$ cat config.mk
export PLATFORM = sky130hd
export DESIGN_NAME = bks_front
export DESIGN_NICKNAME = d
export VERILOG_FILES = /design/src/rtl/bks_pkg.sv /design/src/rtl/bks_front.sv
export SDC_FILE = /design/constraint.sdc
export NUM_CORES = 1
export LEC_CHECK = 0
export BUFFER_PORTS_ARGS = -buffer_cell sky130_fd_sc_hd__buf_2
export CORE_MARGIN = 2
export CORE_UTILIZATION = 45
export CTS_CLUSTER_DIAMETER = 150
export DETAILED_ROUTE_END_ITERATION = 7
export PLACE_DENSITY = 0.73
export SYNTH_ARGS = -nofsm -noshare
export SYNTH_HDL_FRONTEND = slang
export SYNTH_SLANG_ARGS = --single-unit
export TNS_END_PERCENT = 10
$ cat constraint.sdc
create_clock -name i_clk -period 9.41 [get_ports i_clk]
set_clock_uncertainty 0.2 [all_clocks]
set_input_delay 1.882 -clock i_clk [delete_from_list [all_inputs] [get_ports i_clk]]
set_output_delay 1.882 -clock i_clk [all_outputs]
set_load 0.05 [all_outputs]
$ cat src/rtl/bks_pkg.sv
// Package for the bucketed key set: sizes, commands and shared types.
`default_nettype none
package bks_pkg;
    localparam int BUCKET_BITS = 8;
    localparam int WAYS        = 4;
    localparam int BUCKETS     = 1 << BUCKET_BITS;
    localparam int KEY_BITS    = 256;
    localparam int ROW_BITS    = KEY_BITS * WAYS;
    localparam int RAM_BITS    = ROW_BITS + WAYS;
    localparam int WAY_BITS    = (WAYS > 1) ? $clog2(WAYS) : 1;
    localparam int QDEPTH      = 2;

    typedef enum logic [1:0] {
        CMD_INSERT = 2'd0,
        CMD_LOOKUP = 2'd1,
        CMD_REMOVE = 2'd2,
        CMD_CLEAR  = 2'd3
    } t_cmd;

    // One classified operation handed from the front end to the back end.
    typedef struct packed {
        t_cmd                   cmd;
        logic [BUCKET_BITS-1:0] bucket;
        logic [KEY_BITS-1:0]    key;
    } t_op;
endpackage
`default_nettype wire

$ cat src/rtl/bks_front.sv
// Front end: accepts words, picks the bucket, and queues operations.
`default_nettype none
module bks_front (
    input  wire logic        i_clk,
    input  wire logic        i_rst_n,
    input  wire logic        i_valid,
    output logic             o_ready,
    input  wire logic [1:0]  i_command,
    input  wire logic [63:0] i_key_w0,
    input  wire logic [63:0] i_key_w1,
    input  wire logic [63:0] i_key_w2,
    input  wire logic [63:0] i_key_w3,
    output logic             o_op_valid,
    input  wire logic        i_op_ready,
    output bks_pkg::t_op     o_op
);
    bks_pkg::t_op r_q [bks_pkg::QDEPTH];
    logic [1:0]   r_cnt;
    logic         r_wp, r_rp;
    logic         push, pop;
    bks_pkg::t_op op_in;

    always_comb begin
        op_in.cmd    = bks_pkg::t_cmd'(i_command);
        op_in.bucket = i_key_w0[63 -: bks_pkg::BUCKET_BITS];
        op_in.key    = {i_key_w0, i_key_w1, i_key_w2, i_key_w3};
    end

    assign o_ready    = (r_cnt != 2'd2);
    assign push       = i_valid && o_ready;
    assign o_op_valid = (r_cnt != 2'd0);
    assign pop        = o_op_valid && i_op_ready;
    assign o_op       = r_q[r_rp];

    always_ff @(posedge i_clk) begin
        if (push) begin
            r_q[r_wp] <= op_in;
        end
        if (!i_rst_n) begin
            r_cnt <= 2'd0;
            r_wp  <= 1'b0;
            r_rp  <= 1'b0;
        end else begin
            if (push) r_wp <= ~r_wp;
            if (pop)  r_rp <= ~r_rp;
            r_cnt <= r_cnt + {1'b0, push} - {1'b0, pop};
        end
    end
endmodule
`default_nettype wire

==> reports/qor.yml <==
critical_path:
  endpoint_kind: "output port"
  critical-path-max-stage-delay_ns: 0.94
  path_max_fanout: 63
  arrival_ns: 3.15
  crit_family: "buffers and inverters"
  crit_buf_inv: 2
  path_cells: "buf_4 > mux2_2 > buf_2"
  slowest_stage: "buf_4"
  crit_required_ns: 7.33
  cp-start-kind: "register"
  worstSetupPathType: "register to output port"
sta:
  timing.fmax_ghz: 0.1912
  tns_ns: 0
  slew_violations: 0
  hold_violations: 0
  finalSetupViolations: 0
  whs_ns: 0.3856
  period_needed_ns: 5.229
  rsz0062_at_grt: "no"
  fin_crit_sh_pct: 55.57
  fin_ws_ns: 4.181
  worstMarginPinSlew_ns: 1.104
  slew_headroom_pct: 26.37
floorplanning:
  die_area_um2: 45680
  num_rows: 76
  die_height_um: 213.7
  pin_count: 530
  core_um2: 43270
  initial_utilization_pct: 45.75
  die_w_um: 213.7
placement:
  placed_area_um2: 22900
  place_congestion: 0.8245
  pre_cts_slack_ns: 4.745
  dp.cells: 1923
  dp_hpwl_mm: 29.13
  port_buffers: 529
logic_synthesis:
  synthAdderAreaFrac_pct: 0.06322
  synthCells: 840
  avgSynthCellArea_um2: 23.56
  yosysTopAreaCell: "edfxtp_1"
  synth_area_leaders: "edfxtp_1, mux2_4, mux2_2"
  synth_area_um2: 19790
  synthMuxAreaShare_pct: 18.54
  yosys.area_share.simple_pct: 0.3730
  seq_area_frac_synth_pct: 78.79
  synth_fp_nets: 1103
  synth.distinct_cells: 26
  synth_seq_cells: 521
  synth_xor_area_share_pct: 0.04425
  yosys_warnings: 0
  synth_top_family_by_area: "multiplexers"
  synth_compound_gate_area_share_pct: 0.2718
  synth_top_cell_area_share_pct: 78.29
global_routing:
  grt_antenna_before_repair: 10
  grt_pass1_wl_mm: 58.91
  grt_util_all_layers_pct: 17.54
  grt_pass1_vias: 10150
  grt_overflow: 0
  grt_max_degree: 135
cts:
  clock_sinks: 521
  cts_resized: 0
  clock_path_buffers: 3
  clk_pin_slew_worst_paths_ns: 0.06
  cts_tree: "done"
  clkLatencyLatePin_ns: 0.57
  postCtsSetupBuffers: 0
  h-tree-depth: 2
  cts_hold_buffers: 0
  cts-root-buf: "clkbuf_16"
  cts_buffers: 52
power:
  ir_worst_vdd_mv: 0.2308
  p_leak_nw: 9.494
  pwr_density_cell_nw_per_um2: 291.4
route:
  first_pass_iters: 4
  drcViolationCount: 0
  num_vias: 9792
  drtAntennaViolNets: 0
  wire_per_inst_um: 21.05
  drt_first_iter_violations: 684
  routed_wl_mm: 42.53
  vias_per_cell: 4.845
outcome:
  status: "finished, final reports clean"
final_layout:
  fin_area_um2: 24530
  drive_above_1_share_pct: 60.98
  syn2layout_area_growth_pct: 23.93
  fin_nets: 1655
  fin_cells: 2021
flow_run:
  max-cap-violations: 0
hold_path:
  hold_path_class: "register to register"
## cell families after synthesis
family          Yosys count
buf+inv                  38
flops                   521
xor+xnor                  1
simple gates             13
compound gates            7
mux                     259
fa+ha+maj                 1
## flip-flops by register name (all words and copies together), names as in the netlist, named ones only
| signal | count |
|---|---|
| r_q | 516 |
| r_cnt | 2 |
| r_rp | 1 |
| r_wp | 1 |
## final timing paths
path / from / to / slack [ns] / cells after the start
worst min register to register: r_rp / register / 0.39 / 2
worst max-delay path: register / o_op[265] / 4.18 / 3
worst min-delay path: r_rp / register / 0.39 / 2
worst max register to register: r_cnt[0] / r_q[1][55] / 6.29 / 3
## layout by cell type (no fill, tap or decap), drive strengths merged
cell | netlist | layout
a211oi | 1 | 1
a21bo | 2 | 2
a21boi | 1 | 1
a32oi | 1 | 1
and2 | 3 | 3
and3 | 1 | 1
buf | 37 | 535
bufinv | 0 | 4
clkbuf | 0 | 58
clkinv | 0 | 26
clkinvlp | 0 | 2
dfxtp | 5 | 5
diode | 0 | 6
edfxtp | 516 | 516
ha | 1 | 1
inv | 1 | 3
mux2 | 258 | 258
mux2i | 1 | 1
nand2 | 1 | 1
nand2b | 2 | 2
nand3 | 1 | 1
nand3b | 1 | 1
nor2 | 2 | 2
nor2b | 1 | 1
o21ai | 2 | 2
or2 | 1 | 1
xnor2 | 1 | 1
## synthesized netlist by cell type (all sizes together)
master	n
edfxtp	516
nand3b	1
nand2b	2
a211oi	1
nand3	1
mux2	258
dfxtp	5
nand2	1
ha	1
xnor2	1
a32oi	1
o21ai	2
nor2	2
a21bo	2
or2	1
and2	3
nor2b	1
inv	1
buf	37
a21boi	1
mux2i	1
and3	1
## worst register-to-register path, delay by kind of cell (launching register included)
kind	cells	cell delay, ns
flip-flops	1	0.46
buffers and inverters	1	0.99
AND/OR/NAND/NOR	2	1.01
## report_power, final
| group | internal, mW | switching (mW) | total (mW) |
|---|---|---|---|
| clock network | 1.13 | 0.836 | 1.97 |
| logic | 0.702 | 1.55 | 2.26 |
| registers | 2.83 | 0.0944 | 2.92 |
| total | 4.66 | 2.49 | 7.15 |
## per-layer routing
| layer | GRT usage, % | vias up | part of all wire (%) |
|---|---|---|---|
| met5 | 0 | - | 0.11 |
| met4 | 7.854 | 8 | 3.3 |
| met3 | 7.059 | 96 | 11 |
| met2 | 30.36 | 418 | 50 |
| met1 | 18.92 | 4818 | 36 |
| li1 | - | 4452 | - |
## cell type report
type	instances	area (um2)
diodes	6	15.01
clock buffers	58	1345
clock inverters	34	272.8
fillers	3260	18740
inverters	1	11.26
multi-input cells	281	3824
flip-flops and latches	521	15600
well taps	585	732.0
repair buffers	535	2730
## through the flow
step / total power [mW] / util (%)
final: 7.148 / 56.69
after global routing: 7.395 / 56.68
after CTS: 7.213 / 56.66
after detailed placement: 5.236 / 52.92
after global placement: 5.212 / 52.92
after floorplan: 4.883 / -
No activity file was read; power rests on OpenSTA's default activity.
